### src/g4c_pkg.sv
// shared types and codes for the gray4 colorize scanline decoder
`timescale 1ns / 1ps
`default_nettype none

package g4c_pkg;

    // pair command queue between the parse front and the pixel back end
    localparam int QDEPTH = 4;
    localparam int QAW    = $clog2(QDEPTH);

    // one pixel pair to be produced by the back end
    typedef struct packed {
        logic       from_store;  // copy from the line store, else look up nibbles
        logic [3:0] hi_level;
        logic [3:0] lo_level;
        logic [9:0] x;           // source column of the left pixel
        logic [9:0] column;      // destination column with origin applied
        logic [9:0] row;         // destination row with origin applied
        logic       last;
    } pair_cmd_t;

    // configuration register indexes
    typedef enum logic [2:0] {
        CFG_FORE_COLOR       = 3'd0,
        CFG_BACK_COLOR       = 3'd1,
        CFG_INVERT_COLORS    = 3'd2,
        CFG_COMPRESSED_MODE  = 3'd3,
        CFG_IMAGE_WIDTH      = 3'd4,
        CFG_SOURCE_ROW_BYTES = 3'd5,
        CFG_ORIGIN_X         = 3'd6,
        CFG_ORIGIN_Y         = 3'd7
    } cfg_index_t;

    // reasons for the front to hold off new transactions
    typedef struct packed {
        logic palette_busy;
        logic store_clearing;
    } hold_t;

endpackage

`default_nettype wire

### src/g4c_front.sv
// parse front: takes source bytes, tracks position and marker state, issues pair commands
`timescale 1ns / 1ps
`default_nettype none

module g4c_front
    import g4c_pkg::*;
#(
    parameter int MAX_WIDTH = 512
) (
    input  wire logic       clk,
    input  wire logic       rst_n,
    input  wire logic       in_valid,
    output logic            in_ready,
    input  wire logic [7:0] data_byte,
    input  wire logic       start_image,
    input  wire logic       compressed_mode,
    input  wire logic [9:0] image_width,
    input  wire logic [8:0] source_row_bytes,
    input  wire logic [8:0] origin_x,
    input  wire logic [8:0] origin_y,
    input  wire hold_t      hold,
    output logic            push,
    output pair_cmd_t       push_cmd,
    input  wire logic       q_full
);

    localparam int         WLIM = (MAX_WIDTH > 1023) ? 1023 : MAX_WIDTH;
    localparam logic [9:0] WCAP = 10'(WLIM);

    typedef enum logic [3:0] {
        ST_IDLE  = 4'b0001,
        ST_PLAIN = 4'b0010,
        ST_LIT   = 4'b0100,
        ST_COPY  = 4'b1000
    } front_state_t;

    front_state_t state_reg, state_next;
    logic [9:0]   col_reg, col_next;
    logic [9:0]   row_reg, row_next;
    logic [8:0]   bir_reg, bir_next;
    logic [7:0]   marker_reg, marker_next;
    logic [3:0]   pos_reg, pos_next;
    logic         expect_reg, expect_next;
    logic [7:0]   byte_reg;

    logic [9:0]  w, two_rb, data_bytes, row_len, x_plain, bir_inc, col_ext, col_sum;
    logic [8:0]  rb_eff;
    logic [3:0]  pos_inc;
    logic        plain_emit, plain_wrap, comp_emit, row_end, adv_done;
    logic        cur_bit, next_bit, comp_last, need_push, step_go, accept;

    // effective geometry
    assign w          = (image_width > WCAP) ? WCAP : image_width;
    assign rb_eff     = (source_row_bytes == 9'd0) ? 9'd1 : source_row_bytes;
    assign two_rb     = {rb_eff, 1'b0};
    assign data_bytes = 10'(({1'b0, w} + 11'd1) >> 1);
    assign row_len    = ({1'b0, rb_eff} > data_bytes) ? {1'b0, rb_eff} : data_bytes;

    // plain mode step
    assign x_plain    = {bir_reg, 1'b0};
    assign bir_inc    = {1'b0, bir_reg} + 10'd1;
    assign plain_emit = x_plain < w;
    assign plain_wrap = bir_inc >= row_len;

    // compressed mode step
    assign col_ext   = col_reg;
    assign col_sum   = col_ext + 10'd2;
    assign comp_emit = col_ext < w;
    assign row_end   = col_sum >= two_rb;
    assign pos_inc   = pos_reg + 4'd1;
    assign adv_done  = row_end || pos_inc[3];
    assign cur_bit   = marker_reg[~pos_reg[2:0]];
    assign next_bit  = marker_reg[~pos_inc[2:0]];
    // no later pair of this byte is output once the run stops or leaves the image
    assign comp_last = adv_done || next_bit || (col_sum >= w);

    always_comb
    begin
        case (state_reg)
            ST_PLAIN: need_push = plain_emit;
            ST_LIT:   need_push = comp_emit;
            ST_COPY:  need_push = !cur_bit && comp_emit;
            default:  need_push = 1'b0;
        endcase
    end

    assign step_go  = !need_push || !q_full;
    assign push     = need_push && !q_full;
    assign in_ready = (state_reg == ST_IDLE) && !hold.palette_busy && !hold.store_clearing;
    assign accept   = in_valid && in_ready;

    always_comb
    begin
        push_cmd.from_store = (state_reg == ST_COPY);
        push_cmd.hi_level   = byte_reg[7:4];
        push_cmd.lo_level   = byte_reg[3:0];
        push_cmd.x          = (state_reg == ST_PLAIN) ? x_plain : col_ext;
        push_cmd.column     = {1'b0, origin_x} + push_cmd.x;
        push_cmd.row        = {1'b0, origin_y} + row_reg;
        push_cmd.last       = (state_reg == ST_PLAIN) ? 1'b1 : comp_last;
    end

    always_comb
    begin
        state_next  = state_reg;
        col_next    = col_reg;
        row_next    = row_reg;
        bir_next    = bir_reg;
        marker_next = marker_reg;
        pos_next    = pos_reg;
        expect_next = expect_reg;
        unique case (state_reg)
            ST_IDLE:
            begin
                if (accept)
                begin
                    if (start_image)
                    begin
                        col_next    = 10'd0;
                        row_next    = 10'd0;
                        bir_next    = 9'd0;
                        marker_next = 8'd0;
                        pos_next    = 4'd0;
                        expect_next = 1'b0;
                    end
                    if (!compressed_mode)
                        state_next = ST_PLAIN;
                    else if (expect_reg && !start_image)
                        state_next = ST_LIT;
                    else
                    begin
                        marker_next = data_byte;
                        pos_next    = 4'd0;
                        state_next  = ST_COPY;
                    end
                end
            end
            ST_PLAIN:
            begin
                if (step_go)
                begin
                    if (plain_wrap)
                    begin
                        bir_next = 9'd0;
                        row_next = row_reg + 10'd1;
                    end
                    else
                        bir_next = bir_inc[8:0];
                    state_next = ST_IDLE;
                end
            end
            ST_LIT, ST_COPY:
            begin
                if ((state_reg == ST_COPY) && cur_bit)
                begin
                    // set bit: a literal byte comes next
                    expect_next = 1'b1;
                    state_next  = ST_IDLE;
                end
                else if (step_go)
                begin
                    if (row_end)
                    begin
                        col_next = 10'd0;
                        row_next = row_reg + 10'd1;
                        pos_next = 4'd8;
                    end
                    else
                    begin
                        col_next = col_sum;
                        pos_next = pos_inc;
                    end
                    if (adv_done)
                    begin
                        expect_next = 1'b0;
                        state_next  = ST_IDLE;
                    end
                    else
                        state_next = ST_COPY;
                end
            end
            default:
                state_next = ST_IDLE;
        endcase
    end

    always_ff @(posedge clk or negedge rst_n)
    begin
        if (!rst_n)
        begin
            state_reg  <= ST_IDLE;
            col_reg    <= 10'd0;
            row_reg    <= 10'd0;
            bir_reg    <= 9'd0;
            marker_reg <= 8'd0;
            pos_reg    <= 4'd0;
            expect_reg <= 1'b0;
        end
        else
        begin
            state_reg  <= state_next;
            col_reg    <= col_next;
            row_reg    <= row_next;
            bir_reg    <= bir_next;
            marker_reg <= marker_next;
            pos_reg    <= pos_next;
            expect_reg <= expect_next;
        end
    end

    always_ff @(posedge clk)
    begin
        if (accept)
            byte_reg <= data_byte;
    end

endmodule

`default_nettype wire

### config.mk
export PLATFORM = sky130hd
export DESIGN_NAME = g4c_front
export DESIGN_NICKNAME = d
export VERILOG_FILES = /design/src/g4c_pkg.sv /design/src/g4c_front.sv
export SDC_FILE = /design/constraint.sdc
export NUM_CORES = 1
export LEC_CHECK = 0
export ABC_AREA = 1
export CAP_MARGIN = 5
export CORE_ASPECT_RATIO = 0.6
export CORE_MARGIN = 4
export CORE_UTILIZATION = 55
export DETAILED_ROUTE_END_ITERATION = 12
export DONT_BUFFER_PORTS = 1
export PLACE_DENSITY = 0.7
export SYNTH_ARGS = -nofsm -noshare
export SYNTH_HDL_FRONTEND = slang
export SYNTH_SLANG_ARGS = --single-unit
### constraint.sdc
create_clock -name clk -period 4.9 [get_ports clk]
set_input_delay 0.98 -clock clk [delete_from_list [all_inputs] [get_ports clk]]
set_output_delay 0.98 -clock clk [all_outputs]
set_load 0.01 [all_outputs]
# ---- Word-level counts from Yosys, hierarchy flattened
# Cells that the tools add are included.
dict set report totals {
  ff_bits 54
  output_inout_bits 42
}
dict set report op_classes {
  n_eq_ne 13
  order_cmp 9
  bitwise_logic 2
  n_reduce_logical 29
  add_sub_neg 7
  n_mux 52
}
# op n
set ops {}
lappend ops {{2-to-1 mux 10 bit} 13}
lappend ops {{2-to-1 mux 4 bit} 14}
lappend ops {{2-to-1 mux 9 bit} 5}
lappend ops {{>= comparator 10 bit} 3}
lappend ops {{case mux 10 bit (3 select lines)} 1}
lappend ops {{2-to-1 mux 8 bit} 3}
lappend ops {{adder 9 x 10 -> 10 bit} 2}
lappend ops {{< comparator 10 bit} 2}
lappend ops {{case mux 10 bit (2 select lines)} 1}
lappend ops {{case mux 9 bit (2 select lines)} 1}
lappend ops {{!= test 2 bit (second input constant)} 7}
lappend ops {{case mux 4 bit (3 select lines)} 1}
lappend ops {{adder 10 x 1 -> 11 bit (second input constant)} 1}
lappend ops {{adder 10 x 1 -> 10 bit (second input constant)} 1}
lappend ops {{adder 10 x 2 -> 10 bit (second input constant)} 1}
lappend ops {{adder 9 x 1 -> 10 bit (second input constant)} 1}
lappend ops {{greater-than comparator 10 bit (second input constant)} 1}
lappend ops {{greater-than comparator 9 x 10 -> 1 bit} 1}
lappend ops {{AND reduction 5 bit} 2}
lappend ops {{zero test 9 bit} 1}
lappend ops {{< comparator 3 x 4 -> 1 bit (second input constant)} 2}
lappend ops {{2-to-1 mux 1 bit} 8}
lappend ops {{case mux 4 bit (2 select lines)} 1}
lappend ops {{AND reduction 4 bit} 2}
lappend ops {{19 further kinds} 37}

# ---- Longest topological paths before layout
dict set report logic_depth {
  word_depth 11
  mapped_depth 31
}

# ---- Least setup slack after synthesis
# Ideal clock, no wire load.
dict set report synth_path {
  path_type {input-to-reg}
  startpoint {input image_width[1]}
  endpoint {register row_reg[0]}
  t_required_ns 4.779
  setup_time_ns 0.121
  slack_ns 0.033
  stages 29
  arrival_ns 4.746
  cell_sequence {inv_1 -> nand2_1 -> nor4_1 -> a21oi_1 -> nor2_1 -> ha_1 -> nand3_1 -> inv_1 -> xor2_1 -> ha_1 -> a21oi_1 -> a21boi_0 -> o21ai_0 -> a21oi_1 -> o21ai_0 -> nand2_1 -> clkbuf_1 -> o21ai_0 -> ha_1 -> nand2_1 -> o21ai_0 -> nand2_1 -> nand4_1 -> nor2_4 -> nor2_1 -> nand2_1 -> buf_2 -> o21bai_1 -> nand2_1}
}
dict set report synth_between {
  elab_chain_len 9
  elab_cells_between_ends 16
}
# item line
set synth_lines {}
lappend synth_lines {{start: declaration} g4c_front.sv:17} ;# input wire logic [9:0] image_width,
lappend synth_lines {{greater-than comparator 10 bit} g4c_front.sv:53} ;# assign w = (image_width > WCAP) ? WCAP : image_width;
lappend synth_lines {{2-to-1 mux 10 bit (*)} g4c_front.sv:53}
lappend synth_lines {{parallel branches: the longest is 6 deep, another holds adder 10 x 1 -> 11 bit} -}
lappend synth_lines {{AND reduction 8 bit (no source line) (*)} -}
lappend synth_lines {{end signal: assignment} g4c_front.sv:203} ;# row_reg <= row_next;
lappend synth_lines {{end: declaration} g4c_front.sv:39} ;# logic [9:0] row_reg, row_next;
# Every way passes the cells marked *.
# A chain may end at the register's enable or synchronous reset.

# ---- Worst setup path after layout
dict set report layout_path {
  startpoint {input image_width[0]}
  endpoint {register row_reg[3]}
}
# The elaborated chain is that of the path after synthesis.

==> qor.yml <==
status: "complete, no violations"
setup-tns-final_ns: 0
start_util: 0.5642
antenna_found_initial: 0
cts_tree: "yes"
synth_edf_count: 8
firstDrtPassIters: 5
area_growth_pct: 9.944
max_slew_margin: 0.4088
final_common_cell: "nand2_1"
synthTopCellsByArea: "dfrtp_1 20%, ha_1 18%, nand2_1 12%, inv_1 8.1%, nand3_1 5.3%"
grt_pass1_wl_mm: 24.47
gr-total-overflow: 0
fin_crit_ns: 4.777
numCtsBuffers: 5
maxCapViolCount: 0
viasPerCell: 5.755
end_kind: "flop"
async_flop_share: 0.8491
crit_family: "simple AND/OR/NAND/NOR gates"
final_max_slew_viol_count: 0
vias: 5427
ant_nets: 0
grt_max_degree: 46
layoutNonFillerInstCount: 943
largest_register_ff_count: 10
fmax_ghz: 0.2093
grt_pass1_vias: 4969
cpPeakStageDelay_ns: 0.31
critPathSlowestCell: "nor4_4"
dp_cells: 929
ir_worst_vdd_v: 0.0002853
ff_latch_area_sq_um: 1368
die_h_um: 85.98
placed_area_sq_um: 5779
setup_viol: 0
multi_input_area_sq_um: 3757
setup_slack_ns: 0.1232
switching_power_mw: 1.088
yosys.area.top_type: "dfrtp_1"
fillers: 883
final_cell_mix: "163 x nand2_1, 118 x inv_1, 76 x ha_1, 58 x nand3_1, 50 x o21ai_0"
arrival_ns: 4.96
clk-insertion-delay-late_ns: 0.30
antenna_cells: 0
synth_area_per_cell_sq_um: 7.020
hpwl_mm: 12.69
nets: 940
grt_usage: 0.2604
drc: 0
synth.distinct_cells: 46
hold_buffers: 0
final_area_sq_um: 6128
power.density_nw_per_um2: 358.9
fp.dieW_um: 138.0
gp_congestion: 0.9056
totalWireLength_mm: 15.94
drive_gt1_frac: 0.1139
io_pins: 95
cts-htree-levels: 2
leakage_nw: 3.225
crit_buf_inv: 4
power_frac_comb: 0.557
worst-path-max-fanout: 5
seqPwrFrac: 0.270
ys_warn_count: 0
coreArea_sq_um: 9879
path_clk_slew_ns: 0.07
fin_skew_ns: 0.005754
io_buffers: 0
worst_setup_path_start_kind: "input pin"
hold_viol: 0
cts.path.max_buffers: 2
wl_per_cell_um: 16.90
crit_top_cell: "nand2_2"
drt_iter0_markers: 459
synth_seq_area_share: 0.2453
path_class: "input pin to flop"
clock-sinks: 53
post-route-period-util: 0.9748
place_worst_setup_slack_ns: -0.2053
synth_top_area_share: 0.1975
synth-seq-cells: 53
dieArea_sq_um: 11860
internal_power_mw: 1.112
cp.required_ns: 5.09
synth_cells: 794
synth_area_sq_um: 5574
synthFlopType: "dfrtp_1"
rows: 28
tightest_slew_ns: 0.8775
cts-root-buf: "clkbuf_16"
hp-class: "input pin to async pin"
p_sw_frac: 0.4945
p_clk_frac: 0.174
-- through the flow --
stage	hold WS, ns	total power, mW	util
detailed placement	0.4965	1.699	0.5850
finish	0.3661	2.200	0.6203
global placement	0.4869	1.652	0.5850
CTS	0.3643	2.086	0.6006
floorplan	0.4629	1.452	-
global route	0.3594	2.370	0.6203
-- worst reg2reg max path, cell delays in order (launching register included) --
cell	delay, ns
dfrtp_1	0.43
inv_1	0.18
nor3_1	0.29
nand3_1	0.18
nor3_1	0.22
xnor2_1	0.14
inv_1	0.10
ha_1	0.29
nand2_1	0.09
nor2_1	0.14
nand4_1	0.12
nand3_1	0.11
nor2_1	0.06
nand2_1	0.10
nand2_1	0.12
nor2_2	0.13
nand2_2	0.10
buf_6	0.16
o21bai_1	0.16
nand2_1	0.07
-- what timing repair did --
item | 4_1_cts | 5_1_grt
hold endpoints to repair | 0 | 0
buffers inserted | 0 | 3
endpoints found under the setup margin | 0 | 19
gates resized for setup | 0 | 52
-- worst paths after layout --
kind,end,cells after the start,slack (ns),start
max in group asynchronous,state_reg[0],0,4.34,rst_n
hold reg to reg,expect_reg,2,0.52,expect_reg
hold / removal,row_reg[4],0,0.37,rst_n
min in group clk,expect_reg,2,0.52,expect_reg
setup reg to reg,row_reg[2],19,1.61,col_ext[1]
setup / recovery,row_reg[3],30,0.12,image_width[0]
-- metal layers --
layer  global-route usage  part of all wire  vias up
li1                     -                 -     2636
met1               0.3907              0.46     2551
met2               0.3850              0.43      223
met3              0.06917              0.11       17
met4              0.03498            0.0073        0
met5                    0                 0        -
-- synth_stat cells (2+ instances only) --
cell / instances
nand2_1: 179
inv_1: 121
ha_1: 78
nand3_1: 59
o21ai_0: 56
a21oi_1: 49
nor2_1: 47
dfrtp_1: 44
xor2_1: 27
nor3_1: 17
nand4_1: 12
o21bai_1: 12
clkbuf_1: 10
o21ai_2: 9
edfxtp_1: 8
xnor2_1: 8
buf_2: 4
nand2_2: 4
o21ai_1: 4
clkinv_1: 3
inv_2: 3
nand3b_1: 3
nor2_4: 3
nor4_1: 3
o21a_1: 3
buf_4: 2
buf_6: 2
conb_1: 2
fa_1: 2
nor2_2: 2
nor3_4: 2
or2_2: 2
-- power groups by stage --
stage          registers [mW]  logic, mW  clock network [mW]
2_1_floorplan           0.574      0.877                   0
3_3_place_gp            0.599       1.05                   0
3_5_place_dp            0.603       1.10                   0
4_1_cts                 0.594       1.11               0.384
5_1_grt                 0.605       1.36               0.403
6_report                0.594       1.22               0.382
-- cell type report --
class,count,share of cell area
timing repair buffer,23,0.03144
clock buffer,5,0.02042
sequential,53,0.2232
multi-input combinational,596,0.6131
tap,135,0.02756
inverter,128,0.07962
clock inverter,3,0.004696
-- logic make-up (layout without fill, tap and decap cells) --
group / count (synthesis) / in the layout / synth area share
adders and majority gates: 80 / 80 / 0.1823
xor gates and xnor gates: 35 / 35 / 0.05500
AOI/OAI and AO/OA: 140 / 140 / 0.1416
other: 2 / 3 / 0.001347
buffers and inverters: 146 / 159 / 0.1037
DFF: 53 / 53 / 0.2453
and+or+nand+nor: 338 / 338 / 0.2707
(Power assumes the default switching activity.)
