`src/g4c_pkg.sv`:
```
// shared types and codes for the gray4 colorize scanline decoder
`timescale 1ns / 1ps
`default_nettype none

package g4c_pkg;

    // pair command queue between the parse front and the pixel back end
    localparam int QDEPTH = 4;
    localparam int QAW    = $clog2(QDEPTH);

    // one pixel pair to be produced by the back end
    typedef struct packed {
        logic       from_store;  // copy from the line store, else look up nibbles
        logic [3:0] hi_level;
        logic [3:0] lo_level;
        logic [9:0] x;           // source column of the left pixel
        logic [9:0] column;      // destination column with origin applied
        logic [9:0] row;         // destination row with origin applied
        logic       last;
    } pair_cmd_t;

    // configuration register indexes
    typedef enum logic [2:0] {
        CFG_FORE_COLOR       = 3'd0,
        CFG_BACK_COLOR       = 3'd1,
        CFG_INVERT_COLORS    = 3'd2,
        CFG_COMPRESSED_MODE  = 3'd3,
        CFG_IMAGE_WIDTH      = 3'd4,
        CFG_SOURCE_ROW_BYTES = 3'd5,
        CFG_ORIGIN_X         = 3'd6,
        CFG_ORIGIN_Y         = 3'd7
    } cfg_index_t;

    // reasons for the front to hold off new transactions
    typedef struct packed {
        logic palette_busy;
        logic store_clearing;
    } hold_t;

endpackage

`default_nettype wire

```
`src/g4c_queue.sv`:
```
// short fifo of pair commands between front and back
`timescale 1ns / 1ps
`default_nettype none

module g4c_queue
    import g4c_pkg::*;
(
    input  wire logic      clk,
    input  wire logic      rst_n,
    input  wire logic      push,
    input  wire pair_cmd_t push_cmd,
    output logic           full,
    input  wire logic      pop,
    output pair_cmd_t      head,
    output logic           empty
);

    localparam logic [QAW-1:0] LAST_SLOT = QAW'(QDEPTH - 1);
    localparam logic [QAW:0]   FULL_CNT  = (QAW + 1)'(QDEPTH);

    pair_cmd_t      slot_reg [QDEPTH];
    logic [QAW-1:0] wr_ptr_reg, wr_ptr_next;
    logic [QAW-1:0] rd_ptr_reg, rd_ptr_next;
    logic [QAW:0]   count_reg, count_next;

    assign full  = (count_reg == FULL_CNT);
    assign empty = (count_reg == '0);
    assign head  = slot_reg[rd_ptr_reg];

    always_comb
    begin
        wr_ptr_next = wr_ptr_reg;
        rd_ptr_next = rd_ptr_reg;
        count_next  = count_reg;
        if (push)
            wr_ptr_next = (wr_ptr_reg == LAST_SLOT) ? '0 : wr_ptr_reg + 1'b1;
        if (pop)
            rd_ptr_next = (rd_ptr_reg == LAST_SLOT) ? '0 : rd_ptr_reg + 1'b1;
        if (push && !pop)
            count_next = count_reg + 1'b1;
        else if (pop && !push)
            count_next = count_reg - 1'b1;
    end

    always_ff @(posedge clk or negedge rst_n)
    begin
        if (!rst_n)
        begin
            wr_ptr_reg <= '0;
            rd_ptr_reg <= '0;
            count_reg  <= '0;
        end
        else
        begin
            wr_ptr_reg <= wr_ptr_next;
            rd_ptr_reg <= rd_ptr_next;
            count_reg  <= count_next;
        end
    end

    always_ff @(posedge clk)
    begin
        if (push)
            slot_reg[wr_ptr_reg] <= push_cmd;
    end

endmodule

`default_nettype wire

```
`config.mk`:
```
export PLATFORM = sky130hd
export DESIGN_NAME = g4c_queue
export DESIGN_NICKNAME = d
export VERILOG_FILES = /design/src/g4c_pkg.sv /design/src/g4c_queue.sv
export SDC_FILE = /design/constraint.sdc
export NUM_CORES = 1
export LEC_CHECK = 0
export CAP_MARGIN = 15
export CORE_MARGIN = 5
export CORE_UTILIZATION = 60
export CTS_BUF_LIST = sky130_fd_sc_hd__clkbuf_16
export CTS_CLUSTER_SIZE = 28
export DETAILED_ROUTE_END_ITERATION = 6
export DONT_BUFFER_PORTS = 1
export GPL_TIMING_DRIVEN = 0
export PLACE_DENSITY = 0.76
export SYNTH_ARGS = -nofsm -noshare
export SYNTH_HDL_FRONTEND = slang
export SYNTH_SLANG_ARGS = --single-unit
```
`constraint.sdc`:
```
create_clock -name clk -period 4.4 [get_ports clk]
set_clock_uncertainty 0.2 [all_clocks]
set_input_delay 0.22 -clock clk [delete_from_list [all_inputs] [get_ports clk]]
set_output_delay 0.22 -clock clk [all_outputs]
set_load 0.1 [all_outputs]
```
After elaboration in Yosys (flattened, before gate mapping)

Memories as Yosys holds them, arrays and structs flattened.
Index checks and enable logic that the tools add are counted.

Multiplexer cells: 6
Add/subtract/negate cells: 4
Equality and inequality tests: 3
Reduce and logical (&&, ||, !) cells: 6

Operators by type and width:

| cell                  | count |
|---|---|
| $mux W3               | 2 |
| $add A2 B1 Y2 const B | 2 |
| $eq A2 B2 Y1 const B  | 2 |
| $mux W2               | 2 |
| $add A3 B1 Y3 const B | 1 |
| $eq A3 B3 Y1 const B  | 1 |
| $logic_not A3 Y1      | 1 |
| $sub A3 B1 Y3 const B | 1 |
| $logic_and A1 B1 Y1   | 2 |
| $logic_not A1 Y1      | 2 |
| $mux W1               | 2 |
| $reduce_bool A2 Y1    | 1 |

Flip-flop bits (word level): 7
Bits in writable memories: 160
Memories: 1
Output and inout bits: 42
Word-level logic and storage cells: 23
Bits of input ports: 44

Memory list:

| memory   | depth | width | rd ports | clocked after Yosys merged registers in | wr ports | RTL line        | source |
|---|---|---|---|---|---|---|---|
| slot_reg | 4     | 40    | 1        | 0                                       | 1        | g4c_queue.sv:21 | `pair_cmd_t slot_reg [QDEPTH];` |

Longest topological paths before layout

Gate-level depths: netlist (run 1).

Depth after elaboration: 4
Gate-level depth with buffers: 7
Mapped depth without buffers: 7

Least setup slack after synthesis (run 1)

Ideal clock, no wire load.

Path kind: reg-to-output
Start point: register count_reg[0]
End point: output port full
Data required time: 3.980 ns
Arrival: 2.653 ns
Slack: 1.327 ns
Cell stages (with the launch flop): 2
Cells stage by stage: dfrtp_1 nor3b_1

Longest elaborated chain between the ends: 1

Ends and longest elaborated chain:

| element                  | RTL line        | source |
|---|---|---|
| start: declaration       | g4c_queue.sv:24 | `logic [QAW:0] count_reg, count_next;` |
| start signal: assignment | g4c_queue.sv:57 | `count_reg <= count_next;` |
| $eq A3 B3 Y1             | g4c_queue.sv:26 | `assign full = (count_reg == FULL_CNT);` |
| end: declaration         | g4c_queue.sv:12 | `output logic full,` |

Every way passes these cells.

==> key figures, run 1 <==
Finish
  – Fin nets: 367
  – Max FFs per register: 160
  – Fill count: 563
  – Layout Cells excl Fill: 465
  – N_diodes: 0
  – Register area: 4980 µm²
  – Share of layout cells above drive strength 1: 26.4%
  – Area Overhead vs Synth: 21.8%
  – Multi-input gate area: 1140 µm²

Hold path
  – Worst hold path type: in -> reg

Clock network
  – Post-CTS setup buffers: 0
  – CTS resizes: 0
  – H-tree Lvls: 4
  – # hold bufs at CTS: 44
  – CTS tree: yes
  – Root Driver: clkbuf_16
  – CTS sink cnt: 167
  – Clock transition at path regs: 0.06 ns
  – CTS buffer count: 17
  – Clk Latency, worst-skew pair: 0.41 ns
  – CTS max path bufs: 2

Synthesis
  – Synthesized flop and latch total: 167
  – Cell with the most instances after synthesis: edfxtp_1
  – Mean Syn Cell Area: 25.3 µm²
  – Yosys warnings: 0
  – Synth Instances: 247
  – Leading area contributor after synthesis: edfxtp_1
  – Mapped Area: 6240 µm²
  – Register area share after synthesis: 79.8%
  – Post-synth top area share: 77.0%
  – Post-synth EDFFs: 160
  – Top_reg_cell synth: edfxtp_1
  – Unique masters post-synth: 20
  – Top post-synthesis cells by area: edfxtp_1 77%, mux4_2 14%, dfrtp_1 2.8%, buf_12 1.3%, ha_1 1.2%
  – Net Count, Synth: 298
  – Commonest cells in the synthesized netlist: 160 x edfxtp_1, 38 x mux4_2, 7 x dfrtp_1, 6 x ha_1
  – Async S/R FF share, synth: 4.19%

STA
  – Setup TNS: 0 ns
  – Final worst path period share: 59.8%
  – Max_slew headroom: 33.4%
  – Worst Tran Pin Value: 1.00 ns
  – Final number of max-transition violations: 0
  – Endpoints failing setup: 0
  – Final Hold Viols: 0
  – FMAX: 380 MHz
  – RSZ-0062 raised after global routing: false
  – Final Critical Period: 2.63 ns

Setup path
  – Worst Path Max Fanout: 10
  – WP data arrival: 2.21 ns
  – Buffers plus inverters on the worst setup path: 2
  – Crit path launch type: flip-flop
  – R2r setup slk: 2.49 ns
  – Crit path max-delay family: multiplexers
  – Critical-path top delay cell: mux4_1
  – Worst Path Required: 3.98 ns
  – Setup CP Type: reg -> out
  – CP endpoint kind: output pin
  – CP peak stage delay: 0.88 ns
  – Crit-path cells: clkbuf_1 -> buf_2 -> mux4_1

Floorplan
  – DIE HEIGHT: 112 µm
  – I/O Pins: 86
  – CORE AREA: 10,200 µm²
  – Die width: 112 µm
  – Initial Utilization: 61.0%
  – Row count: 37
  – Die Footprint: 12,500 µm²

GRT
  – Grt total ovfl: 0
  – Vias in the first global route: 3,032
  – Tot GR Track Use: 19.5%
  – Antenna violations before repair: 0
  – First-pass GRT wire length: 17,900 µm
  – Pin count of the biggest net entering global routing: 33

Drt
  – Vias per cell: 5.90
  – First DRT Iteration DRCs: 191
  – DRC: 0
  – 1st-pass router iterations: 4
  – Final WL: 11,100 µm
  – Via count: 2,745
  – DR WL/cell: 23.9 µm
  – Final antenna-violating net count: 0

Status
  – Run status: complete, no violations

Placement
  – RD Place Congestion: 0.650
  – Hpwl dp: 6580 µm
  – I/O Buffers: 0
  – Dpl cells: 389

Flow run
  – Max-cap viol count: 0
==> path summary, 6_finish.rpt <==
check,startpoint,endpoint,depth (start not counted)
hold / removal,push,slot_reg[3][10],1
hold reg to reg,count_reg[2],count_reg[2],1
min in group asynchronous,rst_n,wr_ptr_reg[0],2
setup reg to reg,wr_ptr_reg[0],slot_reg[0][33],4
max in group asynchronous,rst_n,rd_ptr_reg[0],2
setup / recovery,rd_ptr_reg[1],head[32],3
==> layout by cell type, fill, tap and decap left out, types with 2 or more instances in the layout <==
master and n:
dlygate4sd3_1 44, clkbuf_16 17, bufinv_16 5, edfxtp_1 160, ha_1 6, mux2_2 3, nand2_1 2, xor2_1 2
and2_2 4, mux4_2 38, o21ai_0 2, buf_2 4, buf_12 8, buf_8 2, inv_1 9, dfrtp_1 7
clkinv_1 2, mux4_1 2, nor2_1 3
==> cells by family (layout without fill, tap and decap cells) <==
group	count (synthesis)	after routing	synth area share (%)
compound gates	2	2	0.160
xor+xnor	3	3	0.421
buf+inv	14	96	2.09
mux	43	43	15.1
simple gates	11	11	0.902
fa+ha+maj	7	7	1.52
flops	167	167	79.8
==> cell type report <==
cell class | count | area share [%]
tap | 136 | 2.24
buffer | 10 | 1.51
timing repair buffer | 50 | 7.25
inverter | 4 | 0.198
multi-input combinational | 66 | 15.1
clock buffer | 17 | 5.60
sequential | 167 | 65.5
clock inverter | 15 | 2.60
==> through the flow <==
| stage | hold slack, ns | instance area, µm² | setup slack [ns] | utilization [%] |
|---|---|---|---|---|
| after floorplan | -0.276 | 6240 | 1.33 | - |
| after global placement | -0.275 | 6410 | 1.27 | 62.7 |
| after detailed placement | -0.275 | 6540 | 2.22 | 63.9 |
| after CTS | 0.0779 | 7600 | 1.73 | 74.3 |
| after global routing | 0.0755 | 7600 | 1.65 | 74.3 |
| final | 0.0931 | 7600 | 1.77 | 74.3 |
==> routing by layer <==
| metal | GRT usage, % | vias up | routed length (µm) |
|---|---|---|---|
| li1 | - | 1180 | - |
| met1 | 25.9 | 1464 | 4580 |
| met2 | 30.8 | 90 | 5780 |
| met3 | 6.58 | 11 | 618 |
| met4 | 7.05 | 0 | 118 |
| met5 | 0 | - | 0 |
Power of run 1 is not shown: default switching activity piles up to over one toggle a cycle in this logic, so the estimate is an artifact.
==> inputs of run 2 (changes only) <==
--- a/config.mk
+++ b/config.mk
@@ -7,13 +7,13 @@
 export LEC_CHECK = 0
 export CAP_MARGIN = 15
 export CORE_MARGIN = 5
-export CORE_UTILIZATION = 60
+export CORE_UTILIZATION = 56
 export CTS_BUF_LIST = sky130_fd_sc_hd__clkbuf_16
 export CTS_CLUSTER_SIZE = 28
 export DETAILED_ROUTE_END_ITERATION = 6
 export DONT_BUFFER_PORTS = 1
 export GPL_TIMING_DRIVEN = 0
-export PLACE_DENSITY = 0.76
+export PLACE_DENSITY = 0.74
 export SYNTH_ARGS = -nofsm -noshare
 export SYNTH_HDL_FRONTEND = slang
 export SYNTH_SLANG_ARGS = --single-unit
==> constraint.sdc (replaced) <==
create_clock -name clk -period 2.4 [get_ports clk]
set_clock_uncertainty 0.2 [all_clocks]
set_input_delay 0.12 -clock clk [delete_from_list [all_inputs] [get_ports clk]]
set_output_delay 0.12 -clock clk [all_outputs]
set_load 0.1 [all_outputs]
==> run 2 against run 1 <==
Setup slack got worse by 1.7 ns. Via count fell by 3.4%. Cell count rose by 0.43%. Wire length fell by 9.4%. Non-clock buffer count fell by 2. Sequential cell count did not move. Design area fell by 1.0%. Core utilization fell by 5.2 points. Die area rose by 6.5%. Count of clock-buffer cells in the layout did not move. Worst hold slack got worse by 0.049 ns. Register-to-register slack got worse by 2.1 ns. Critical endpoint is now head[31]. Highest routed layer unchanged.
==> key figures, run 2 (synthesis results as in run 1) <==
Setup path
  – CP endpoint kind: output pin
  – FF-to-FF Start: wr_ptr_reg[0]
  – Crit path launch type: flip-flop
  – Path depth of the worst reg2reg path: 4
  – CP peak stage delay: 1.03 ns
  – CP Launch Point: rd_ptr_reg[0]
  – Critical-path top delay cell: mux4_1
  – Crit path max-delay family: multiplexers
  – Worst Path Max Fanout: 6
  – Setup CP Type: reg -> out
  – Crit-path cells: buf_6 -> mux4_1
  – Buffers plus inverters on the worst setup path: 1
  – Worst Path Required: 2.08 ns
  – WP data arrival: 1.99 ns
  – CP Depth: 2

Hold path
  – Worst hold path type: in -> reg
  – Hold wc startpoint: push
  – Number of cells on the worst hold path: 1

Placement
  – Hpwl dp: 6210 µm
  – I/O Buffers: 0
  – Dpl cells: 391
  – Placed instance area: 6540 µm²
  – RD Place Congestion: 0.666

Drt
  – 1st-pass router iterations: 4
  – Via count: 2,653
  – First DRT Iteration DRCs: 162
  – DR WL/cell: 21.5 µm
  – Final antenna-violating net count: 0
  – Vias per cell: 5.68
  – DRC: 0
  – Final WL: 10,100 µm

GRT
  – GR Util met1: 19.5%
  – Pin count of the biggest net entering global routing: 28
  – Antenna violations before repair: 0
  – Busiest grt layer: met2
  – Grt total ovfl: 0
  – Routing usage on met3: 6.63%
  – First-pass GRT wire length: 15,900 µm
  – Tot GR Track Use: 16.5%
  – GR Util met2: 27.7%
  – Vias in the first global route: 2,976

STA
  – Max_slew headroom: 30.0%
  – Final Critical Period: 2.31 ns
  – Final number of max-transition violations: 0
  – Setup TNS: 0 ns
  – Worst Tran Pin Value: 1.05 ns
  – RSZ-0062 raised after global routing: true
  – Endpoints failing setup: 0
  – Final worst path period share: 96.4%
  – Final Hold Viols: 0
  – FMAX: 432 MHz

Finish
  – Commonest non-fill, non-tap cell in the layout: edfxtp_1
  – Layout Cells excl Fill: 467
  – Finished Core Util: 69.1%
  – Post-route design area: 7520 µm²
  – Fin nets: 365
  – Area Overhead vs Synth: 20.5%
  – Most frequent cells in the layout: 160 x edfxtp_1, 44 x dlygate4sd3_1, 39 x mux4_2
  – Max FFs per register: 160
  – Share of layout cells above drive strength 1: 26.6%
  – N_diodes: 0

Status
  – Run status: complete, no violations

Clock network
  – Post-CTS setup buffers: 0
  – CTS sink cnt: 167
  – Clock transition at path regs: 0.06 ns
  – CTS tree: yes
  – Clk Latency, worst-skew pair: 0.41 ns
  – CTS max path bufs: 2
  – Root Driver: clkbuf_16
  – H-tree Lvls: 4
  – CTS buffer count: 17

Floorplan
  – Die Footprint: 13,400 µm²
  – Initial Utilization: 57.3%
  – DIE HEIGHT: 116 µm
  – CORE AREA: 10,900 µm²
  – I/O Pins: 86
  – Die width: 116 µm
  – Row count: 38

Flow run
  – Max-cap viol count: 0
## run 2: changes by cell type in the layout (fill, tap and decap cells not counted), moves of 3 or more
cell / previous run / this run
bufinv_16: 5 / 1
clkinv_4: 0 / 4
inv_1: 9 / 5
clkinv_1: 2 / 5
## run 2: repair_timing
action	CTS	global route
hold endpoints to repair	174	0
resized for setup	1	2
hold buffers	44	0
endpoints found under the setup margin	1	27
## run 2: area by class of cell
cell class                      instances  area [µm²]
Buffer                                 10         120
Timing Repair Buffer                   48         536
Tap cell                              140         175
Inverter                                4        15.0
Fill cell                             651        3370
Sequential cell                       167        4980
Clock inverter                         15         115
Clock buffer                           17         425
Multi-Input combinational cell         66        1150
## run 2: metal layers
layer / wire, µm / part of all wire, %
met1: 4070 / 40
met2: 5070 / 50
met3: 761 / 7.6
met4: 163 / 1.6
met5: 0 / 0
## run 2: through the flow
step	worst slack, ns	hold WS (ns)
global route	-0.0133	0.0329
global placement	-0.553	-0.375
finish	0.0875	0.0444
CTS	0.0522	0.0357
floorplan	0.207	-0.376
detailed placement	0.272	-0.375
## run 2: final timing paths
path	endpoint	slack, ns
hold reg to reg	count_reg[2]	0.35
min in group asynchronous	count_reg[2]	0.39
setup reg to reg	slot_reg[2][5]	0.42
setup / recovery	head[31]	0.09
hold / removal	slot_reg[1][1]	0.04
max in group asynchronous	count_reg[1]	1.36
## run 2: worst reg2reg max path: stages, from the launching register on
cell     delay (ns)
dfrtp_1        0.42
inv_1          0.12
ha_1           0.14
and2_2         0.56
buf_16         0.24
Power of run 2 is left out for the same reason.
