**src/g4c_palette.sv**
```systemverilog
// gray level to rgb565 palette, rebuilt by a short sweep after reset and color writes
`timescale 1ns / 1ps
`default_nettype none

module g4c_palette (
    input  wire logic        clk,
    input  wire logic        rst_n,
    input  wire logic [23:0] fore_color,
    input  wire logic [23:0] back_color,
    input  wire logic        invert_colors,
    input  wire logic        rebuild,
    input  wire logic [3:0]  hi_level,
    input  wire logic [3:0]  lo_level,
    output logic      [15:0] hi_color,
    output logic      [15:0] lo_color,
    output logic             busy
);

    localparam logic [3:0]  LEVEL_MAX = 4'hF;
    localparam logic [11:0] RECIP15   = 12'd2185;  // 2^15 / 15, exact below 3840

    function automatic logic [11:0] blend_sum(input logic [7:0] f, input logic [7:0] b,
                                              input logic [3:0] lvl);
        logic [11:0] wb;
        logic [11:0] wf;
        begin
            wb = {8'd0, LEVEL_MAX - lvl} * {4'd0, b};
            wf = {8'd0, lvl} * {4'd0, f};
            return wb + wf;
        end
    endfunction

    function automatic logic [7:0] div15(input logic [11:0] v);
        logic [23:0] p;
        begin
            p = {12'd0, v} * {12'd0, RECIP15};
            return p[22:15];
        end
    endfunction

    logic        active_reg, active_next;
    logic [3:0]  level_reg, level_next;
    logic        stage_valid_reg, stage_valid_next;
    logic [3:0]  stage_level_reg;
    logic [11:0] sum_r_reg, sum_g_reg, sum_b_reg;
    logic [15:0] hi_pal_reg [16];
    logic [15:0] lo_pal_reg [16];

    logic [23:0] fc, bc;
    logic [7:0]  q_r, q_g, q_b;
    logic [15:0] packed_color;

    assign fc = invert_colors ? back_color : fore_color;
    assign bc = invert_colors ? fore_color : back_color;

    always_comb
    begin
        active_next      = active_reg;
        level_next       = level_reg;
        stage_valid_next = active_reg;
        if (rebuild)
        begin
            active_next = 1'b1;
            level_next  = 4'd0;
        end
        else if (active_reg)
        begin
            level_next = level_reg + 4'd1;
            if (level_reg == LEVEL_MAX)
                active_next = 1'b0;
        end
    end

    always_ff @(posedge clk or negedge rst_n)
    begin
        if (!rst_n)
        begin
            active_reg      <= 1'b1;
            level_reg       <= 4'd0;
            stage_valid_reg <= 1'b0;
        end
        else
        begin
            active_reg      <= active_next;
            level_reg       <= level_next;
            stage_valid_reg <= stage_valid_next;
        end
    end

    // first stage: weighted channel sums
    always_ff @(posedge clk)
    begin
        stage_level_reg <= level_reg;
        sum_r_reg <= blend_sum(fc[23:16], bc[23:16], level_reg);
        sum_g_reg <= blend_sum(fc[15:8], bc[15:8], level_reg);
        sum_b_reg <= blend_sum(fc[7:0], bc[7:0], level_reg);
    end

    // second stage: divide by 15 and pack to 5-6-5
    assign q_r = div15(sum_r_reg);
    assign q_g = div15(sum_g_reg);
    assign q_b = div15(sum_b_reg);
    assign packed_color = {q_r[7:3], q_g[7:2], q_b[7:3]};

    always_ff @(posedge clk)
    begin
        if (stage_valid_reg)
        begin
            hi_pal_reg[stage_level_reg] <= packed_color;
            lo_pal_reg[stage_level_reg] <= packed_color;
        end
    end

    assign hi_color = hi_pal_reg[hi_level];
    assign lo_color = lo_pal_reg[lo_level];
    assign busy     = active_reg || stage_valid_reg;

endmodule

`default_nettype wire

```
**config.mk**
```make
export PLATFORM = sky130hd
export DESIGN_NAME = g4c_palette
export DESIGN_NICKNAME = d
export VERILOG_FILES = /design/src/g4c_palette.sv
export SDC_FILE = /design/constraint.sdc
export NUM_CORES = 1
export LEC_CHECK = 0
export ABC_AREA = 1
export BUFFER_PORTS_ARGS = -buffer_cell sky130_fd_sc_hd__buf_4
export CORE_ASPECT_RATIO = 1.75
export CORE_UTILIZATION = 56
export DETAILED_ROUTE_END_ITERATION = 10
export PLACE_DENSITY = 0.8
export SETUP_SLACK_MARGIN = 0.02
export SYNTH_ARGS = -nofsm -noshare
export SYNTH_HDL_FRONTEND = slang
export SYNTH_SLANG_ARGS = --single-unit
```
**constraint.sdc**
```tcl
create_clock -name clk -period 11.2 [get_ports clk]
set_input_delay 1.68 -clock clk [delete_from_list [all_inputs] [get_ports clk]]
set_output_delay 1.68 -clock clk [all_outputs]
set_load 0.005 [all_outputs]
```
Word-level counts from Yosys, hierarchy flattened
Memory sizes are Yosys's and may differ from the RTL's.
Cells that the tools add are included.
W data, S select, Z words.
- register bits after elaboration: 46
- latch bits: 0
- memory bits (writable): 512
- memory bits (read-only): 0
- bits of input ports: 60
- output and inout port bits: 33
- memories kept: 2
- add/subtract/negate cells: 5
- multiply operators: 9
- divide/modulo/power cells: 0
- order comparisons: 0
- equality and inequality tests: 1
- shift-type cells: 0
- muxes and demuxes: 9
- bitwise gates (word level): 0
- reductions and logical operators: 2
- memory list (name ; depth ; bits a word ; rd ports ; clocked after memory_dff ; wr ports ; RTL line ; source):
    hi_pal_reg ; 16 ; 16 ; 1 ; 0 ; 1 ; 46 ; logic [15:0] hi_pal_reg [16];
    lo_pal_reg ; 16 ; 16 ; 1 ; 0 ; 1 ; 47 ; logic [15:0] lo_pal_reg [16];
- operators with widths (operator ; number):
    $mul A4 B8 Y12 ; 6
    $mul A12 B12 Y23 const B ; 3
    $mux W24 ; 2
    $add A12 B12 Y12 ; 3
    $mux W4 ; 2
    $mux W1 ; 5
    $add A4 B1 Y4 const B ; 1
    $eq A4 B4 Y1 const B ; 1
    $sub A4 B4 Y4 const A ; 1
    $reduce_bool A2 Y1 ; 1
    $logic_or A1 B1 Y1 ; 1

Logic depth before layout (Yosys ltp)
Gate-level depths: netlist (run 1).
- depth after elaboration: 4
- depth in mapped cells: 22

Least setup slack after synthesis (run 1)
Ideal clock, no wire load.
- kind: input-to-reg
- from: input port invert_colors
- to: register sum_g_reg[8]
- data arrival time: 5.603 ns
- required time: 11.128 ns
- setup slack: 5.526 ns
- cell stages on the path: 21
- path buffers: 3
- path through: buf_2 > buf_2 > buf_2 > nor2_1 > a21oi_1 > nor2_1 > fa_1 > inv_1 > fa_1 > inv_1 > fa_1 > inv_1 > fa_1 > inv_1 > fa_1 > nand3_1 > nand2_1 > nand2_1 > nand2_1 > a21oi_1 > xor2_1
- cells in the longest elaborated chain, start to end: 3
- ends and longest elaborated chain (what ; RTL line ; source):
    start: declaration ; 10 ; input wire logic invert_colors,
    $mux W24, on equally long branches ; 54, 53 ;
    $mul A4 B8 Y12, on equally long branches ; 27, 28 ;
    $add A12 B12 Y12 (*) ; 29 ; return wb + wf;
    end signal: assignment ; 95 ; sum_g_reg <= blend_sum(fc[15:8], bc[15:8], level_reg);
    end: declaration ; 45 ; logic [11:0] sum_r_reg, sum_g_reg, sum_b_reg;
Every way passes the cells marked *; elsewhere a longest branch is shown, timed or not.
A chain may end at the register's enable or synchronous reset.

Final worst setup path (run 1)
- from: input port lo_level[0]
- to: output port lo_color[10]
- cells in the longest elaborated chain, start to end: 1
- ends and longest elaborated chain (what ; RTL line ; source):
    start: declaration ; 13 ; input wire logic [3:0] lo_level,
    $mem_v2 Z16 W16 ; - ;
    end: declaration ; 15 ; output logic [15:0] lo_color,
No other way between the ends.

==> impl_metrics.toml, run 1 <==
[outcome]
status = "completed"

[setup_path]
r2r-end = "sum_r_reg[10]$_DFF_P_"
max_stage_delay_ps = 850
critPathMaxFanout = 157
startpoint_type = "primary input"
arrival_ps = 4350
endpoint_kind = "output pin"
r2r_cells = 13
critPathSlowestCell = "buf_4"
cp_cell_sequence = "buf_6, buf_4, o21ai_0, nand3_1, nand3_1, nand2_1, buf_4"
reg2reg_slack_ps = 5660
r2r-start = "level_reg[3]$_DFFE_PN0P_"
path_class = "primary input to output pin"
required_ps = 9520

[floorplan]
die_y_um = 279
die-width_um = 160
ioPinCount = 93
initial_utilization = 0.567
core.rowCount = 101
core_um2 = 43300
dieArea_um2 = 44800

[global_route]
grt_pass1_wl_mm = 98.7
grt.overflow.total = 0
groute.usage.overall = 0.277
grt_max_degree = 158
first_global_vias = 20754
antenna_found_initial = 0

[timing]
final.setup_skew_ps = 29.3
tns_ps = 0
rsz0062_at_grt = "false"
fin_crit_sh = 0.538
finalHoldViolations = 0
fmax_mhz = 166
tightest_slew_ps = 1230
slew_viol_final = 0
relSlewSlack = 0.180
finalSetupViolCount = 0
period_needed_ps = 6030

[route]
wl_mm = 61.6
wire_per_inst_um = 17.8
drtIter0Drc = 1468
drt_pass1_iterations = 6
ant_nets = 0
drc_errors = 0
via_count = 20014
vias_per_cell = 5.80

[logic_synthesis]
synth_edf_count = 256
syn_inst = 2859
yosysSeqAreaShare = 0.351
yosys.cell_types.count = 33
ys.flop_type = "edfxtp_1"
synth_top_cell_area_share = 0.313
synth-seq-cells = 302
syn_area_per_cell_um2 = 8.60
yosysMostFrequentCell = "inv_1"
async_flop_share = 0.0199
syn_area_um2 = 24600
synthTopCellsByCount = "inv_1, nand2_1, edfxtp_1"
yosysWarnings = 0
yosysTopAreaCell = "edfxtp_1"
synthTopCellsByArea = "edfxtp_1, ha_1, fa_1"

[clocking]
cts_tree = "built"
cts_max_path_buffers = 3
cts_hold_buf = 0
cts_resized = 0
path_clk_slew_ps = 60
cts_made_buffers = 26
cts_max_level = 1
cts_setup_buffers = 0
numClockSinks = 302
root_buffer = "clkbuf_16"
clk_latency_ps = 550

[placed_design]
gp_congestion = 0.924
post-dp-hpwl_mm = 43.4
dp.cells = 3405
port_buffers = 92

[cells_and_area]
final_core_util = 0.609
fin_cells = 3453
area_growth_syn_to_layout_pct = 7.45
n_antenna_cell = 0
largest_reg_flops = 240
drive_above_1_share = 0.0665
nNetsFinal = 3321

[worst_hold_path]
holdCritStartpoint = "active_reg$_DFF_PN1_"
hold_end = "stage_valid_reg$_DFF_PN0_"
holdPathStages = 0
hold_path_class = "register to register"

[pwr]
vdd_drop_max_mv = 0.215
leakage_nw = 12.3
powerDensity_nw_per_um2 = 331

[run]
cap_viol_max_count = 0
[layer usage]
layer  up-vias  GRT usage  share of wire
li1       9495          -              -
met3       224     0.0242          0.074
met4         0      0.159          0.056
met5         -          0              0
met2       875      0.535           0.53
met1      9420      0.288           0.34
[metrics by stage]
stage,setup slack [ps],area [um^2],power (W),hold WS [ps]
after global routing,5030,26400,0.00963,444
after detailed placement,4840,25600,0.00778,424
final,5170,26400,0.00874,436
after floorplan,5530,24600,0.00639,345
after global placement,5040,25600,0.00754,421
after CTS,5350,26400,0.00872,433
[power by group]
part	total [W]	switching, W	internal [W]	leakage, nW
Clock	0.000880	0.000390	0.000490	0.422
Combinational	0.00550	0.00361	0.00190	9.17
Sequential	0.00235	0.000122	0.00223	2.74
Total	0.00874	0.00412	0.00462	12.3
[cells by family (layout without fill, tap and decap cells)]
logic type	Yosys count	in the layout	synth area share
and+or+nand+nor	949	949	0.162
AOI/OAI and AO/OA	548	548	0.127
DFF	302	302	0.351
buffers and inverters	630	656	0.101
muxes	1	1	0.000407
xor gates and xnor gates	34	34	0.0121
adders and majority gates	394	394	0.245
other	1	3	0.000153
[cell usage in the layout, fill, tap and decap left out, types with 2 or more instances in the layout]
master,n
clkinv_1,7
dfxtp_1,40
clkbuf_8,2
nor4_1,2
nand3_1,241
a21oi_1,219
dfrtp_1,5
a21o_1,8
ha_1,247
buf_4,111
nor3_1,13
nor2_2,12
fa_1,147
inv_6,2
buf_6,2
xnor2_1,10
o21ai_0,176
nand4_1,12
xor2_1,24
o21a_1,2
conb_1,3
clkinv_2,3
clkbuf_1,3
o21bai_1,9
or2_2,25
o211ai_1,130
nand2_1,408
clkbuf_16,28
edfxtp_1,256
a211oi_1,2
inv_1,496
nor2_1,231
nor2_4,4
[layout make-up]
class,instances,area [um^2]
clock buffer,33,739
inverter,495,1860
multi-input combinational,1929,13500
timing repair buffer,113,856
sequential,302,8640
fill,3571,16900
tap,566,708
clock inverter,15,97.6
[critical path, delay by kind of cell]
kind	cells	cell delay, ps
AOI/OAI and AO/OA	1	290
and+or+nand+nor	3	460
buffers and inverters	3	1780
[worst max-delay path by stage]
stage | from | endpoint | slack (ps) | cells past startpoint
2_1_floorplan | invert_colors | sum_g_reg[8]$_DFF_P_ | 5530 | 21
3_3_place_gp | invert_colors | sum_r_reg[10]$_DFF_P_ | 5040 | 14
3_5_place_dp | invert_colors | sum_r_reg[10]$_DFF_P_ | 4840 | 14
4_1_cts | lo_level[0] | lo_color[10] | 5350 | 7
5_1_grt | invert_colors | sum_r_reg[10]$_DFF_P_ | 5030 | 14
6_report | lo_level[0] | lo_color[10] | 5170 | 7
No activity file was read; power rests on OpenSTA's default activity.
==> run 2: changes to the inputs <==
--- a/config.mk
+++ b/config.mk
@@ -5,7 +5,7 @@
 export SDC_FILE = /design/constraint.sdc
 export NUM_CORES = 1
 export LEC_CHECK = 0
-export ABC_AREA = 1
+export ABC_AREA = 0
 export BUFFER_PORTS_ARGS = -buffer_cell sky130_fd_sc_hd__buf_4
 export CORE_ASPECT_RATIO = 1.75
 export CORE_UTILIZATION = 56
==> constraint.sdc (replaced) <==
create_clock -name clk -period 6.12 [get_ports clk]
set_input_delay 0.918 -clock clk [delete_from_list [all_inputs] [get_ports clk]]
set_output_delay 0.918 -clock clk [all_outputs]
set_load 0.005 [all_outputs]
==> impl_metrics.toml, run 2 <==
[timing]
rsz0062_at_grt = "false"
layout_setup_ws_ps = 837
finalSetupViolCount = 0
period_needed_ps = 5280
tightest_slew_ps = 1350
final.setup_skew_ps = 9.71
fin_crit_sh = 0.863
finalHoldViolations = 0
slew_viol_final = 0
relSlewSlack = 0.0928
tns_ps = 0
fmax_mhz = 189

[global_route]
grt-busiest-layer = "met2"
grt_use_met1 = 0.263
met3_usage = 0.0206
grt_max_degree = 65
grt_pass1_wl_mm = 77.9
use_met2 = 0.499
antenna_found_initial = 0
grt.overflow.total = 0
first_global_vias = 15064
groute.usage.overall = 0.250

[route]
drc_errors = 0
drt_pass1_iterations = 5
drtIter0Drc = 770
wire_per_inst_um = 21.7
vias_per_cell = 5.99
via_count = 13509
ant_nets = 0
wl_mm = 49.0

[clocking]
cts_max_level = 1
path_clk_slew_ps = 70
cts_made_buffers = 25
cts_resized = 0
cts_tree = "built"
numClockSinks = 302
cts_max_path_buffers = 3
cts_hold_buf = 0
root_buffer = "clkbuf_16"
clk_latency_ps = 530
cts_setup_buffers = 0

[floorplan]
dieArea_um2 = 41200
initial_utilization = 0.566
die_y_um = 268
core.rowCount = 97
die-width_um = 154
core_um2 = 39900
ioPinCount = 93

[logic_synthesis]
yosysSeqAreaShare = 0.382
synthTopCellsByCount = "inv_1, edfxtp_1, ha_1"
syn_area_per_cell_um2 = 13.7
synth-seq-cells = 302
ys.flop_type = "edfxtp_1"
yosysWarnings = 0
synth_top_cell_area_share = 0.340
async_flop_share = 0.0199
syn_area_um2 = 22600
yosysTopAreaCell = "edfxtp_1"
yosysMostFrequentCell = "inv_1"
synth_edf_count = 256
syn_inst = 1651
yosys.cell_types.count = 56
synthTopCellsByArea = "edfxtp_1, mux4_2, ha_1"

[setup_path]
startpoint_type = "primary input"
endpoint_kind = "register"
cp_cell_sequence = "buf_4, buf_4, mux2i_1, nor2b_1, fa_1, fa_1, fa_1, inv_1, fa_1, inv_1, ha_1, a21oi_2, o21bai_1, a2111oi_2, o31ai_1, a21oi_1, xnor2_1"
critical_path_buf_inv_count = 4
required_ps = 6580
max_stage_delay_ps = 510
arrival_ps = 5740
cpMostUsedCell = "fa_1"
critPathSlowestCell = "fa_1"
critPathMaxFanout = 35
critPathTopFamily = "adder cells"
path_class = "primary input to register"

[run]
cap_viol_max_count = 0

[placed_design]
placed_cell_area_um2 = 23900
port_buffers = 92
place_ws_ps = 292
post-dp-hpwl_mm = 35.6
gp_congestion = 0.866

[cells_and_area]
nNetsFinal = 2195
layout_commonest_cell = "inv_1"
fin_area_um2 = 24700
largest_reg_flops = 240
drive_above_1_share = 0.215
n_antenna_cell = 0
fillCellCount = 2938
area_growth_syn_to_layout_pct = 9.27
final_cell_mix = "inv_1, edfxtp_1, ha_1"

[pwr]
leakage_nw = 10.6
powerDensity_nw_per_um2 = 572
total_power_w = 0.0141
vdd_drop_max_mv = 0.457

[outcome]
status = "completed"

[worst_hold_path]
hold_path_class = "primary input to async pin"
[run 2: changes by cell type after synthesis, moves of 128 or more]
cell      delta
a21oi_1    -192
inv_1      -233
o211ai_1   -128
nor2_1     -144
nand2_1    -384
nand3_1    -231
mux4_2     +160
o21ai_0    -166
[run 2: kinds of logic after synthesis]
| group | Yosys count | share of synthesized area |
|---|---|---|
| flip-flops | 302 | 0.382 |
| buffers and inverters | 324 | 0.0570 |
| multiplexers | 213 | 0.184 |
| adder cells (fa/ha/maj) | 394 | 0.267 |
| AND/OR/NAND/NOR | 278 | 0.0623 |
| other | 1 | 0.000166 |
| XOR/XNOR | 50 | 0.0194 |
| AO/OA/AOI/OAI | 89 | 0.0281 |
[run 2: stage by stage]
step	util	hold slack [ps]	std cells
after floorplan	-	372	1653
after global placement	0.598	445	2209
after detailed placement	0.598	451	2209
after CTS	0.618	179	2254
after global routing	0.618	184	2254
final	0.618	192	2254
[run 2: per-layer routing]
| layer | share of wire | vias up |
|---|---|---|
| met5 | 0 | - |
| met4 | 0.043 | 0 |
| met3 | 0.044 | 131 |
| met2 | 0.58 | 461 |
| met1 | 0.34 | 6863 |
| li1 | - | 6054 |
[run 2: final timing paths]
path                       slack (ps)                startpoint                        end  depth (start not counted)
setup / recovery                  840             invert_colors      sum_b_reg[11]$_DFF_P_                         17
hold / removal                    190                     rst_n  stage_valid_reg$_DFF_PN0_                          1
setup reg to reg                 1010  level_reg[2]$_DFFE_PN0P_      sum_b_reg[11]$_DFF_P_                         15
hold reg to reg                   460      active_reg$_DFF_PN1_  stage_valid_reg$_DFF_PN0_                          0
max in group asynchronous        5720                     rst_n       active_reg$_DFF_PN1_                          1
min in group clk                  460      active_reg$_DFF_PN1_  stage_valid_reg$_DFF_PN0_                          0
[run 2: power by group]
part	switching [W]	total, W	leakage (nW)	internal [W]
sequential	0.000261	0.00442	2.74	0.00416
combinational	0.00480	0.00813	7.45	0.00333
clock	0.000736	0.00158	0.390	0.000840
total	0.00580	0.0141	10.6	0.00833
[run 2: cell type report]
| type | instances | area (um^2) | share of cell area |
|---|---|---|---|
| clock buffers | 30 | 676 | 0.0274 |
| multi-input cells | 1027 | 12700 | 0.515 |
| well taps | 495 | 619 | 0.0251 |
| flip-flops and latches | 302 | 8640 | 0.350 |
| clock inverters | 15 | 121 | 0.00492 |
| inverters | 262 | 983 | 0.0398 |
| repair buffers | 123 | 923 | 0.0374 |
[run 2: worst reg2reg max path: cells and delay by family (launching register included)]
| family | cells | cell delay [ps] |
|---|---|---|
| fa+ha+maj | 5 | 2210 |
| simple gates | 1 | 200 |
| xor+xnor | 1 | 130 |
| compound gates | 5 | 1040 |
| flops | 1 | 1020 |
| buf+inv | 3 | 430 |
